[src/rtl/core/afu_pkg.sv]
package afu_pkg;

	localparam int DATA_W = 16;
	localparam int APB_DW = 32;
	localparam int APB_AW = 2;
	localparam logic [APB_AW-1:0] ADDR_ACT_MODE = '0;

	localparam int MAG_W = 12;
	localparam int IDX_W = 8;
	localparam int LUT_N = 1 << IDX_W;
	localparam int SIG_SPAN = 128;

	typedef logic [MAG_W-1:0] mag_t;
	typedef mag_t lut_t [LUT_N];

	localparam mag_t MAG_MAX = MAG_W'(2048);
	localparam mag_t MAG_PAD = '1;
	localparam logic signed [DATA_W-1:0] Y_ONE = DATA_W'(256);
	localparam logic signed [DATA_W-1:0] Y_HALF = DATA_W'(128);

	typedef enum logic [1:0] {
		MODE_IDENT,
		MODE_RELU,
		MODE_SIGMOID,
		MODE_TANH
	} act_mode_t;

	typedef struct packed {
		act_mode_t mode;
		logic neg;
		logic sat;
		mag_t mag;
		logic [IDX_W-1:0] cnt;
		logic signed [DATA_W-1:0] y;
	} afu_item_t;

	function automatic mag_t ceil_mag(input real r);
		return mag_t'(int'($ceil(r)));
	endfunction

	// smallest |x| (Q8.8 code) at which round(256*tanh) reaches i+1
	function automatic mag_t tanh_thr(input int i);
		return ceil_mag(128.0 * ($ln(513.0 + 2.0 * i) - $ln(511.0 - 2.0 * i)));
	endfunction

	// smallest x >= 0 at which round(256*sigmoid) reaches 129+i
	function automatic mag_t sig_thr(input int i);
		return ceil_mag(256.0 * ($ln(128.5 + i) - $ln(127.5 - i)));
	endfunction

	function automatic lut_t sig_lut();
		lut_t t;
		for (int i = 0; i < LUT_N; i++) begin
			t[i] = (i < SIG_SPAN) ? sig_thr(i) : MAG_PAD;
		end
		return t;
	endfunction

	function automatic lut_t tanh_lut();
		lut_t t;
		for (int i = 0; i < LUT_N; i++) begin
			t[i] = (i < LUT_N - 1) ? tanh_thr(i) : MAG_PAD;
		end
		return t;
	endfunction

	localparam lut_t SIG_LUT = sig_lut();
	localparam lut_t TANH_LUT = tanh_lut();
	localparam mag_t TANH_TOP = tanh_thr(LUT_N - 1);

endpackage

[src/rtl/core/afu_stream_if.sv]
interface afu_in_if;
	import afu_pkg::*;

	logic valid;
	logic ready;
	logic signed [DATA_W-1:0] x;

	modport source (output valid, output x, input ready);
	modport sink (input valid, input x, output ready);
endinterface

interface afu_out_if;
	import afu_pkg::*;

	logic valid;
	logic ready;
	logic signed [DATA_W-1:0] y;

	modport source (output valid, output y, input ready);
	modport sink (input valid, input y, output ready);
endinterface

[src/rtl/core/afu_cfg.sv]
module afu_cfg (
	input  logic clk,
	input  logic arst_n,
	input  logic psel,
	input  logic penable,
	input  logic pwrite,
	input  logic [afu_pkg::APB_AW-1:0] paddr,
	input  logic [afu_pkg::APB_DW-1:0] pwdata,
	output logic [afu_pkg::APB_DW-1:0] prdata,
	output logic pready,
	output afu_pkg::act_mode_t act_mode
);
	import afu_pkg::*;

	act_mode_t act_mode_q;
	logic wr_en;

	assign wr_en = psel && penable && pwrite && (paddr == ADDR_ACT_MODE);
	assign pready = 1'b1;
	assign prdata = (paddr == ADDR_ACT_MODE) ? APB_DW'(act_mode_q) : '0;
	assign act_mode = act_mode_q;

	always_ff @(posedge clk or negedge arst_n) begin
		if (!arst_n) begin
			act_mode_q <= MODE_IDENT;
		end else if (wr_en) begin
			act_mode_q <= act_mode_t'(pwdata[1:0]);
		end
	end

endmodule

[src/rtl/core/afu_front.sv]
module afu_front (
	input  logic clk,
	input  logic arst_n,
	input  logic in_valid,
	output logic in_ready,
	input  logic signed [afu_pkg::DATA_W-1:0] x,
	input  afu_pkg::act_mode_t mode,
	output logic out_valid,
	input  logic out_ready,
	output afu_pkg::afu_item_t item
);
	import afu_pkg::*;

	localparam logic [DATA_W:0] MagCap = (DATA_W + 1)'(MAG_MAX);

	logic vld_s1;
	afu_item_t item_s1;
	afu_item_t item_d;
	logic [DATA_W:0] mag_full;

	assign in_ready = !vld_s1 || out_ready;
	assign out_valid = vld_s1;
	assign item = item_s1;

	always_comb begin
		mag_full = x[DATA_W-1] ? -{x[DATA_W-1], x} : {x[DATA_W-1], x};
		item_d.mode = mode;
		item_d.neg = x[DATA_W-1];
		item_d.mag = (mag_full > MagCap) ? MAG_MAX : mag_full[MAG_W-1:0];
		item_d.sat = (mode == MODE_TANH) && (item_d.mag >= TANH_TOP);
		item_d.cnt = '0;
		case (mode)
			MODE_IDENT: begin
				item_d.y = x;
			end
			MODE_RELU: begin
				item_d.y = x[DATA_W-1] ? '0 : x;
			end
			default: begin
				item_d.y = '0;
			end
		endcase
	end

	always_ff @(posedge clk or negedge arst_n) begin
		if (!arst_n) begin
			vld_s1 <= 1'b0;
		end else if (in_ready) begin
			vld_s1 <= in_valid;
		end
	end

	always_ff @(posedge clk) begin
		if (in_valid && in_ready) begin
			item_s1 <= item_d;
		end
	end

endmodule

[src/rtl/core/afu_search.sv]
module afu_search (
	input  logic clk,
	input  logic arst_n,
	input  logic in_valid,
	output logic in_ready,
	input  afu_pkg::afu_item_t in_item,
	output logic out_valid,
	input  logic out_ready,
	output afu_pkg::afu_item_t out_item
);
	import afu_pkg::*;

	logic vld_sn [IDX_W];
	afu_item_t item_sn [IDX_W];
	logic vld_in [IDX_W];
	afu_item_t item_in [IDX_W];
	logic take [IDX_W];

	// one bit of the threshold count per stage, MSB first
	for (genvar g = 0; g < IDX_W; g++) begin : g_step
		localparam int Bit = IDX_W - 1 - g;
		localparam logic [IDX_W-1:0] StepBit = IDX_W'(1 << Bit);
		localparam logic [IDX_W-1:0] LowMask = IDX_W'((1 << Bit) - 1);

		logic [IDX_W-1:0] probe;
		mag_t thr;
		afu_item_t nxt;

		if (g == 0) begin : g_head
			assign vld_in[g] = in_valid;
			assign item_in[g] = in_item;
		end else begin : g_link
			assign vld_in[g] = vld_sn[g-1];
			assign item_in[g] = item_sn[g-1];
		end

		if (g == IDX_W - 1) begin : g_tail
			assign take[g] = !vld_sn[g] || out_ready;
		end else begin : g_mid
			assign take[g] = !vld_sn[g] || take[g+1];
		end

		always_comb begin
			probe = item_in[g].cnt | LowMask;
			thr = (item_in[g].mode == MODE_TANH) ? TANH_LUT[probe] : SIG_LUT[probe];
			nxt = item_in[g];
			if (thr <= item_in[g].mag) begin
				nxt.cnt = item_in[g].cnt | StepBit;
			end
		end

		always_ff @(posedge clk or negedge arst_n) begin
			if (!arst_n) begin
				vld_sn[g] <= 1'b0;
			end else if (take[g]) begin
				vld_sn[g] <= vld_in[g];
			end
		end

		always_ff @(posedge clk) begin
			if (vld_in[g] && take[g]) begin
				item_sn[g] <= nxt;
			end
		end
	end

	assign in_ready = take[0];
	assign out_valid = vld_sn[IDX_W-1];
	assign out_item = item_sn[IDX_W-1];

endmodule

[src/rtl/core/afu_back.sv]
module afu_back (
	input  logic clk,
	input  logic arst_n,
	input  logic in_valid,
	output logic in_ready,
	input  afu_pkg::afu_item_t in_item,
	output logic out_valid,
	input  logic out_ready,
	output logic signed [afu_pkg::DATA_W-1:0] y
);
	import afu_pkg::*;

	logic vld_s10;
	logic signed [DATA_W-1:0] y_s10;
	logic signed [DATA_W-1:0] cnt_x;
	logic signed [DATA_W-1:0] mag_y;
	logic signed [DATA_W-1:0] y_d;

	assign in_ready = !vld_s10 || out_ready;
	assign out_valid = vld_s10;
	assign y = y_s10;

	always_comb begin
		cnt_x = signed'(DATA_W'(in_item.cnt));
		mag_y = in_item.sat ? Y_ONE : cnt_x;
		case (in_item.mode)
			MODE_SIGMOID: begin
				y_d = in_item.neg ? Y_HALF - cnt_x : Y_HALF + cnt_x;
			end
			MODE_TANH: begin
				y_d = in_item.neg ? -mag_y : mag_y;
			end
			default: begin
				y_d = in_item.y;
			end
		endcase
	end

	always_ff @(posedge clk or negedge arst_n) begin
		if (!arst_n) begin
			vld_s10 <= 1'b0;
		end else if (in_ready) begin
			vld_s10 <= in_valid;
		end
	end

	always_ff @(posedge clk) begin
		if (in_valid && in_ready) begin
			y_s10 <= y_d;
		end
	end

endmodule

[src/rtl/core/activation_function_unit.sv]
// Element-wise activation unit, signed Q8.8 in and out.
// Request channel act_in carries x, result channel act_out carries y;
// both are valid/ready, a transfer happens when valid and ready are high.
// act_mode (APB, byte address 0): identity, ReLU, sigmoid or tanh.
// Write act_mode only while no request is in flight.
// Sigmoid and tanh are exact round-to-nearest values: |x| is compared
// against per-mode threshold tables by an 8-step binary search.
// Ten register stages: magnitude/clamp, eight search steps, final sign/offset.
// Throughput: one request per cycle, sustained while act_out stays ready.
// Each stage holds its item while the next one is full and stalled, so a
// stall on act_out fills the pipe bubble by bubble before act_in.ready drops;
// nothing is dropped or repeated.
// Reset (arst_n low) empties the pipe and sets act_mode to identity.
module activation_function_unit (
	input  logic clk,
	input  logic arst_n,
	afu_in_if.sink act_in,
	afu_out_if.source act_out,
	input  logic psel,
	input  logic penable,
	input  logic pwrite,
	input  logic [afu_pkg::APB_AW-1:0] paddr,
	input  logic [afu_pkg::APB_DW-1:0] pwdata,
	output logic [afu_pkg::APB_DW-1:0] prdata,
	output logic pready
);
	import afu_pkg::*;

	act_mode_t act_mode;
	logic front_vld;
	logic front_rdy;
	afu_item_t front_item;
	logic srch_vld;
	logic srch_rdy;
	afu_item_t srch_item;

	afu_cfg u_cfg (
		.clk      (clk),
		.arst_n   (arst_n),
		.psel     (psel),
		.penable  (penable),
		.pwrite   (pwrite),
		.paddr    (paddr),
		.pwdata   (pwdata),
		.prdata   (prdata),
		.pready   (pready),
		.act_mode (act_mode)
	);

	afu_front u_front (
		.clk       (clk),
		.arst_n    (arst_n),
		.in_valid  (act_in.valid),
		.in_ready  (act_in.ready),
		.x         (act_in.x),
		.mode      (act_mode),
		.out_valid (front_vld),
		.out_ready (front_rdy),
		.item      (front_item)
	);

	afu_search u_search (
		.clk       (clk),
		.arst_n    (arst_n),
		.in_valid  (front_vld),
		.in_ready  (front_rdy),
		.in_item   (front_item),
		.out_valid (srch_vld),
		.out_ready (srch_rdy),
		.out_item  (srch_item)
	);

	afu_back u_back (
		.clk       (clk),
		.arst_n    (arst_n),
		.in_valid  (srch_vld),
		.in_ready  (srch_rdy),
		.in_item   (srch_item),
		.out_valid (act_out.valid),
		.out_ready (act_out.ready),
		.y         (act_out.y)
	);

endmodule

[src/flat_wrapper.sv]
// flat-port wrapper written by rule: the top's interface ports become plain ports
module activation_function_unit_flat import afu_pkg::*;
  (clk, arst_n, psel, penable, pwrite, paddr, pwdata, prdata, pready, act_in_valid, act_in_x, act_in_ready, act_out_valid, act_out_y, act_out_ready);
  afu_in_if act_in_i ();
  afu_out_if act_out_i ();
  input  logic clk;
  input  logic arst_n;
  input  logic psel;
  input  logic penable;
  input  logic pwrite;
  input  logic [afu_pkg::APB_AW-1:0] paddr;
  input  logic [afu_pkg::APB_DW-1:0] pwdata;
  output logic [afu_pkg::APB_DW-1:0] prdata;
  output logic pready;
  input wire logic [$bits(act_in_i.valid)-1:0] act_in_valid;
  input wire logic [$bits(act_in_i.x)-1:0] act_in_x;
  output wire logic [$bits(act_in_i.ready)-1:0] act_in_ready;
  output wire logic [$bits(act_out_i.valid)-1:0] act_out_valid;
  output wire logic [$bits(act_out_i.y)-1:0] act_out_y;
  input wire logic [$bits(act_out_i.ready)-1:0] act_out_ready;
  assign act_in_i.valid = act_in_valid;
  assign act_in_i.x = act_in_x;
  assign act_in_ready = act_in_i.ready;
  assign act_out_valid = act_out_i.valid;
  assign act_out_y = act_out_i.y;
  assign act_out_i.ready = act_out_ready;
  activation_function_unit u_core (.clk(clk), .arst_n(arst_n), .act_in(act_in_i), .act_out(act_out_i), .psel(psel), .penable(penable), .pwrite(pwrite), .paddr(paddr), .pwdata(pwdata), .prdata(prdata), .pready(pready));
endmodule
[config.mk]
export PLATFORM = sky130hd
export DESIGN_NAME = activation_function_unit_flat
export DESIGN_NICKNAME = d
export VERILOG_FILES = /design/src/rtl/core/afu_pkg.sv /design/src/rtl/core/afu_stream_if.sv /design/src/rtl/core/afu_cfg.sv /design/src/rtl/core/afu_front.sv /design/src/rtl/core/afu_search.sv /design/src/rtl/core/afu_back.sv /design/src/rtl/core/activation_function_unit.sv /design/src/flat_wrapper.sv
export SDC_FILE = /design/constraint.sdc
export NUM_CORES = 1
export LEC_CHECK = 0
export BUFFER_PORTS_ARGS = -buffer_cell sky130_fd_sc_hd__buf_2
export CAP_MARGIN = 20
export CORE_ASPECT_RATIO = 0.7
export CORE_MARGIN = 2
export CORE_UTILIZATION = 30
export CTS_CLUSTER_DIAMETER = 120
export DETAILED_ROUTE_END_ITERATION = 12
export GPL_ROUTABILITY_DRIVEN = 0
export GPL_TIMING_DRIVEN = 1
export PLACE_DENSITY = 0.5
export REMOVE_ABC_BUFFERS = 1
export SLEW_MARGIN = 10
export SYNTH_ARGS = -nofsm -noshare
export SYNTH_HDL_FRONTEND = slang
export SYNTH_SLANG_ARGS = --single-unit
[constraint.sdc]
create_clock -name clk -period 4.1 [get_ports clk]
set_input_delay 0.82 -clock clk [delete_from_list [all_inputs] [get_ports clk]]
set_output_delay 0.82 -clock clk [all_outputs]
set_load 0.02 [all_outputs]
==> results of run 1 <==
## registers in the layout (all words and copies together), names as in the netlist
name / cells
u_core.u_back.y: 16
u_core.u_front.item: 32
u_core.u_search.item_sn: 280
u_core.u_front.out_valid: 1
u_core.u_search.vld_in: 7
u_core.u_cfg.act_mode: 2
u_core.u_back.out_valid: 1
u_core.u_search.out_valid: 1
## cells by family after synthesis
group,synth area share [%]
and+or+nand+nor,13.0
AOI/OAI and AO/OA,16.3
DFF,53.6
buffers and inverters,5.97
adders and majority gates,8.64
muxes,1.64
xor gates and xnor gates,0.879
other,0.0397
## layout make-up
| cell class | count | area, µm² | area share [%] |
|---|---|---|---|
| clock buffers | 45 | 923 | 4.36 |
| inverters | 128 | 480 | 2.27 |
| multi-input cells | 1168 | 7780 | 36.8 |
| well taps | 829 | 1040 | 4.90 |
| repair buffers | 91 | 581 | 2.74 |
| flip-flops and latches | 340 | 10100 | 48.0 |
| clock inverters | 17 | 210 | 0.993 |
## power breakdown
part	internal [mW]	leakage (nW)	switching, mW
registers	4.84	3.34	0.563
logic	1.96	4.26	3.27
clock network	1.81	0.546	1.33
## path summary, 6_finish.rpt
check                                                    start                         endpoint  slack [ns]
worst max-delay path            u_core.u_search.item_sn[1][98]  u_core.u_search.item_sn[1][136]        0.32
worst min-delay path                                    arst_n        u_core.u_search.vld_in[5]        0.16
worst max register to register  u_core.u_search.item_sn[1][98]  u_core.u_search.item_sn[1][136]        0.32
worst min register to register  u_core.u_search.item_sn[1][85]  u_core.u_search.item_sn[1][125]        0.41
max in group asynchronous                               arst_n          u_core.u_back.out_valid        3.70
min in group clk                u_core.u_search.item_sn[1][85]  u_core.u_search.item_sn[1][125]        0.41
## layout by cell type (no fill, tap or decap), drive strengths merged, types with 13 or more instances in the layout
master  Yosys  layout
a211oi     16      16
a21o       33      33
a21oi     117     117
a311oi     16      16
a31oi      19      19
and2       38      38
buf        47      91
clkbuf     93      45
clkinv      3      13
conb        2      31
edfxtp    328     328
ha        130     130
inv       125     127
mux2i      13      13
nand2     110     110
nand2b     41      41
nand3      33      33
nand4      24      24
nor2      138     138
nor2b      31      31
nor3       26      26
o211ai     24      24
o21ai     111     111
o22ai      13      13
o311ai     14      14
o31ai      20      20
xor2       13      13
## per-layer routing
| layer | track usage [%] | vias up |
|---|---|---|
| met4 | 2.84 | 0 |
| met3 | 2.34 | 52 |
| met2 | 18.3 | 420 |
| li1 | - | 6436 |
| met5 | 0 | - |
| met1 | 19.1 | 6289 |
## stage by stage
stage                     power [mW]  TNS [ns]
after floorplan                 8.87     -1.02
after global placement          10.5         0
after detailed placement        10.6         0
after CTS                       13.8         0
after global routing            14.8         0
final                           13.8         0
## critical path, stage by stage (launching register included)
cell      delay [ns]
edfxtp_1        0.37
inv_1           0.31
ha_1            0.54
o21ai_0         0.22
nand3_1         0.14
o31ai_1         0.07
o21ai_0         0.39
a21boi_0        0.17
a221oi_1        0.29
ha_1            0.17
nand4_1         0.09
or2_2           0.29
o221ai_1        0.24
o21ai_0         0.21
==> metrics.cfg, run 1 <==
[outcome]
outcome=complete, no violations

[placed_design]
placed_area_mm2=0.0200
dp_cells=2556
dp_slack_ns=0.388
dp_hpwl_mm=29.3
portBuffers=46

[logic_synthesis]
synthMostInstantiatedCell=edfxtp_1
netlist_instances=1747
ys_types=77
yosys-top-cells-area=edfxtp_1 (52%), ha_1 (8.6%), a21oi_1 (3.1%)
synth_edf_count=328
postSynth.asyncResetShare_pct=3.53
synth_commonest_cells=edfxtp_1 (328), nor2_1 (138), ha_1 (130), inv_1 (125), a21oi_1 (117)
yosysSeqAreaShare_pct=53.6
yosysTopAreaCell=edfxtp_1
ys_warn_count=0
synthFlopType=edfxtp_1
postSynthAreaPerCell_um2=10.8
yosysTopAreaCellShare_pct=52.0
ys_ff_latch=340
synthesis.area_mm2=0.0189

[power_and_ir_drop]
irDropWorstVdd_v=0.000289
power_leakage_nw=8.15
power_density_mw_per_mm2=651

[final_layout]
fin_area_mm2=0.0212
area_growth_pct=11.7
finalNetCount=1951
final_core_util_pct=33.7
drive_gt1_share_pct=10.2
fillers=6298
n_antenna_cell=0
stdcell_count=2618

[hold_path]
hold_path.class=in2async

[cts]
clkTransAtPathRegs_ns=0.06
cts_tree=yes
cts-root-buf=clkbuf_16
postCtsSetupRepairBufs=0
clkSinkCount=340
cts_buffers=35
hold_buffers=0
cts_buffer_depth=3
htreeDepth=2
cts.repair.resized=0
clk_latency_ns=0.53

[global_route]
grt_antenna_before_repair=0
overflow=0
grt_pass1_vias=12600
grt_max_degree=51
grt_pass1_wl_mm=67.9
grt_usage_pct=12.6

[floorplanning]
start_util_pct=30.1
die_w_um=304
pin_count=108
core_mm2=0.0628
num_rows=77
die_y_um=214
dieArea_mm2=0.0652

[drt]
final_antenna_net_count=0
routedWlPerCell_um=15.9
num_vias=13200
wl_met2_mm=17.5
met1Wirelength_mm=20.9
vias_per_cell=5.04
drt_iter0_markers=1148
dr.pass1.iters=6
wirelength_mm=41.7
wl_met3_mm=2.63
dr.max_layer_used=met4
drc=0

[sta]
timing.fmax_mhz=264
slew_headroom_pct=34.9
worst_pin_slew_ns=0.975
skew_ns=0.0201
fin_crit_ns=3.78
worst_slack_ns=0.316
whs_ns=0.164
post-route-period-util_pct=92.3
rsz0062_at_grt=no
hold_viol=0
final_max_slew_viol_count=0
setup_viol=0

[critical_path]
critical_path_arrival_ns=4.01
crit_required_ns=4.32
cp_max_fo=12
startpoint_type=flop
crit_type=reg2reg
end_kind=flop
rr_worst_depth=13

[flow_run]
maxCapViolations=0

Power figures use the tool's default switching activity.
==> run 2: changes to the inputs <==
==> constraint.sdc (replaced) <==
create_clock -name clk -period 3.75 [get_ports clk]
set_input_delay 0.75 -clock clk [delete_from_list [all_inputs] [get_ports clk]]
set_output_delay 0.75 -clock clk [all_outputs]
set_load 0.02 [all_outputs]
==> run 2 against run 1 <==
  * Sequential share of layout area down 0.21 points
  * Via count up 0.70%
  * Setup slack worse by 0.15 ns
  * Critical path depth unchanged
  * Total power up 9.5%
  * Clock power up 6%
  * Non-clock buffer count up 12
  * Flip-flop and latch count unchanged
  * Largest power group is now combinational cells
==> metrics.cfg, run 2 (synthesized netlist as in run 1, its figures left out) <==
[floorplanning]
dieArea_mm2=0.0652  ; unchanged
start_util_pct=30.1  ; unchanged
core_mm2=0.0628  ; unchanged
num_rows=77  ; unchanged
pin_count=108  ; unchanged
die_w_um=304  ; unchanged
die_y_um=214  ; unchanged

[cts]
clkTransAtPathRegs_ns=0.06  ; about the same
cts.repair.resized=0  ; unchanged
cts_buffer_depth=3  ; unchanged
htreeDepth=2  ; unchanged
cts-root-buf=clkbuf_16
clk_latency_ns=0.54  ; about the same
cts_buffers=34  ; -2.9%
postCtsSetupRepairBufs=0  ; unchanged
clkSinkCount=340  ; unchanged
cts_tree=yes
hold_buffers=0  ; unchanged

[critical_path]
critical_path_arrival_ns=3.85  ; -0.16 ns
path_common_cell=ha_1
cp_max_fo=6  ; -6
r2r_slack_ns=0.17  ; -0.15 ns
cp_cell_sequence=clkinvlp_4 -> ha_1 -> nor2b_1 -> o211ai_1 -> a311oi_2 -> a311oi_1 -> a21boi_0 -> a221oi_1 -> ha_1 -> nand4_1 -> or2_2 -> o221ai_1 -> o21ai_0
critPathBufInv=1  ; unchanged
crit_family=compound AO/OA/AOI/OAI gates
slowest_stage=nor2b_1
crit_required_ns=4.02  ; -0.30 ns
crit_type=reg2reg
end_kind=flop
max_stage_delay_ns=0.40  ; -0.14 ns
startpoint_type=flop

[global_route]
grt_usage_pct=12.7  ; +0.18 points
grt_max_degree=69  ; +35%
grt_pass1_wl_mm=68.7  ; +1.1%
overflow=0  ; unchanged
grt_antenna_before_repair=0  ; unchanged
grt_pass1_vias=12600  ; -0.18%

[placed_design]
dp_cells=2568  ; +0.47%
dp_hpwl_mm=30.3  ; +3.2%
portBuffers=46  ; unchanged

[power_and_ir_drop]
power_mw=15.1  ; +9.5%
power_leakage_nw=8.19  ; +0.56%
irDropWorstVdd_v=0.000358  ; +24%
power_density_mw_per_mm2=709  ; +9.0%

[drt]
dr.max_layer_used=met4
routedWlPerCell_um=16.1  ; +0.87%
vias_per_cell=5.05  ; +0.25%
dr.pass1.iters=7  ; +1
wl_met2_mm=17.9  ; +2.5%
met1Wirelength_mm=21.0  ; +0.69%
num_vias=13300  ; +0.70%
final_antenna_net_count=0  ; unchanged
wirelength_mm=42.2  ; +1.3%
drt_iter0_markers=1339  ; +17%
wl_met3_mm=2.63  ; -0.23%
drc=0  ; unchanged

[sta]
tns_ns=0  ; unchanged
skew_ns=0.0101  ; -0.0100 ns
final_max_slew_viol_count=0  ; unchanged
timing.fmax_mhz=279  ; +5.6%
slew_headroom_pct=32.1  ; -2.8 points
hold_viol=0  ; unchanged
fin_crit_ns=3.58  ; -0.201 ns
post-route-period-util_pct=95.5  ; +3.3 points
worst_pin_slew_ns=1.02  ; +0.0418 ns
whs_ns=0.0901  ; -0.0740 ns
setup_viol=0  ; unchanged
rsz0062_at_grt=no

[final_layout]
n_antenna_cell=0  ; unchanged
final_common_cell=edfxtp_1
drive_gt1_share_pct=11.0  ; +0.82 points
top_register=u_core.u_search.item_sn
fillers=6305  ; +0.11%
finalNetCount=1962  ; +0.56%
area_growth_pct=12.2
stdcell_count=2630  ; +0.46%
final_cell_mix=edfxtp_1 (328), nor2_1 (138), ha_1 (128), inv_1 (123), a21oi_1 (117)
largest_reg_flops=280  ; unchanged

[outcome]
outcome=complete, no violations

[hold_path]
hold_path.class=in2async

[flow_run]
maxCapViolations=0  ; unchanged

==> run 2: cell count changes in the layout (fill, tap and decap cells not counted), sizes merged <==
cell    previous run  this run
buf               91       103
clkinv            13        19
clkbuf            45        40
bufinv             3         2
==> run 2: routing by layer <==
metal	vias up	GRT usage [%]
li1	6467	-
met1	6381	19.3
met2	393	18.4
met3	49	2.66
met4	0	3.00
met5	-	0
==> run 2: power by group <==
part	switching (mW)	internal (mW)	total, mW
Combinational	3.64	2.24	5.88
Clock	1.48	1.84	3.32
Sequential	0.576	5.29	5.87
Total	5.69	9.38	15.1
==> run 2: area by class of cell <==
cell class                 instances  area, µm²  area share, %
sequential                       340      10100           47.7
tap                              829       1040           4.88
clock buffer                      40        873           4.11
inverter                         128        484           2.28
multi-input combinational       1168       7790           36.7
clock inverter                    22        209          0.983
timing repair buffer             103        708           3.33
==> run 2: through the flow <==
| step | area (µm²) | utilization (%) | setup slack, ns |
|---|---|---|---|
| global placement | 20200 | 32.1 | 0.177 |
| floorplan | 18400 | - | -0.843 |
| global route | 21300 | 33.8 | 0.0129 |
| finish | 21300 | 33.8 | 0.167 |
| CTS | 21200 | 33.8 | 0.172 |
| detailed placement | 20200 | 32.1 | 0.207 |
==> run 2: path summary, 6_finish.rpt <==
check | endpoint | cells after the start | startpoint
max in group asynchronous | u_core.u_search.vld_in[4] | 1 | arst_n
hold / removal | u_core.u_search.vld_in[3] | 1 | arst_n
min in group clk | u_core.u_search.item_sn[0][135] | 0 | u_core.u_search.item_sn[0][95]
setup reg to reg | u_core.u_search.item_sn[1][136] | 13 | u_core.u_search.item_sn[1][97]
hold reg to reg | u_core.u_search.item_sn[0][135] | 0 | u_core.u_search.item_sn[0][95]
setup / recovery | u_core.u_search.item_sn[1][136] | 13 | u_core.u_search.item_sn[1][97]
==> run 2: worst register-to-register path: cells and delay by family, from the launching register on <==
kind,cells,cell delay (ns)
AOI/OAI and AO/OA,7,1.43
adders and majority gates,2,0.47
buffers and inverters,1,0.25
DFF,1,0.39
and+or+nand+nor,3,0.78
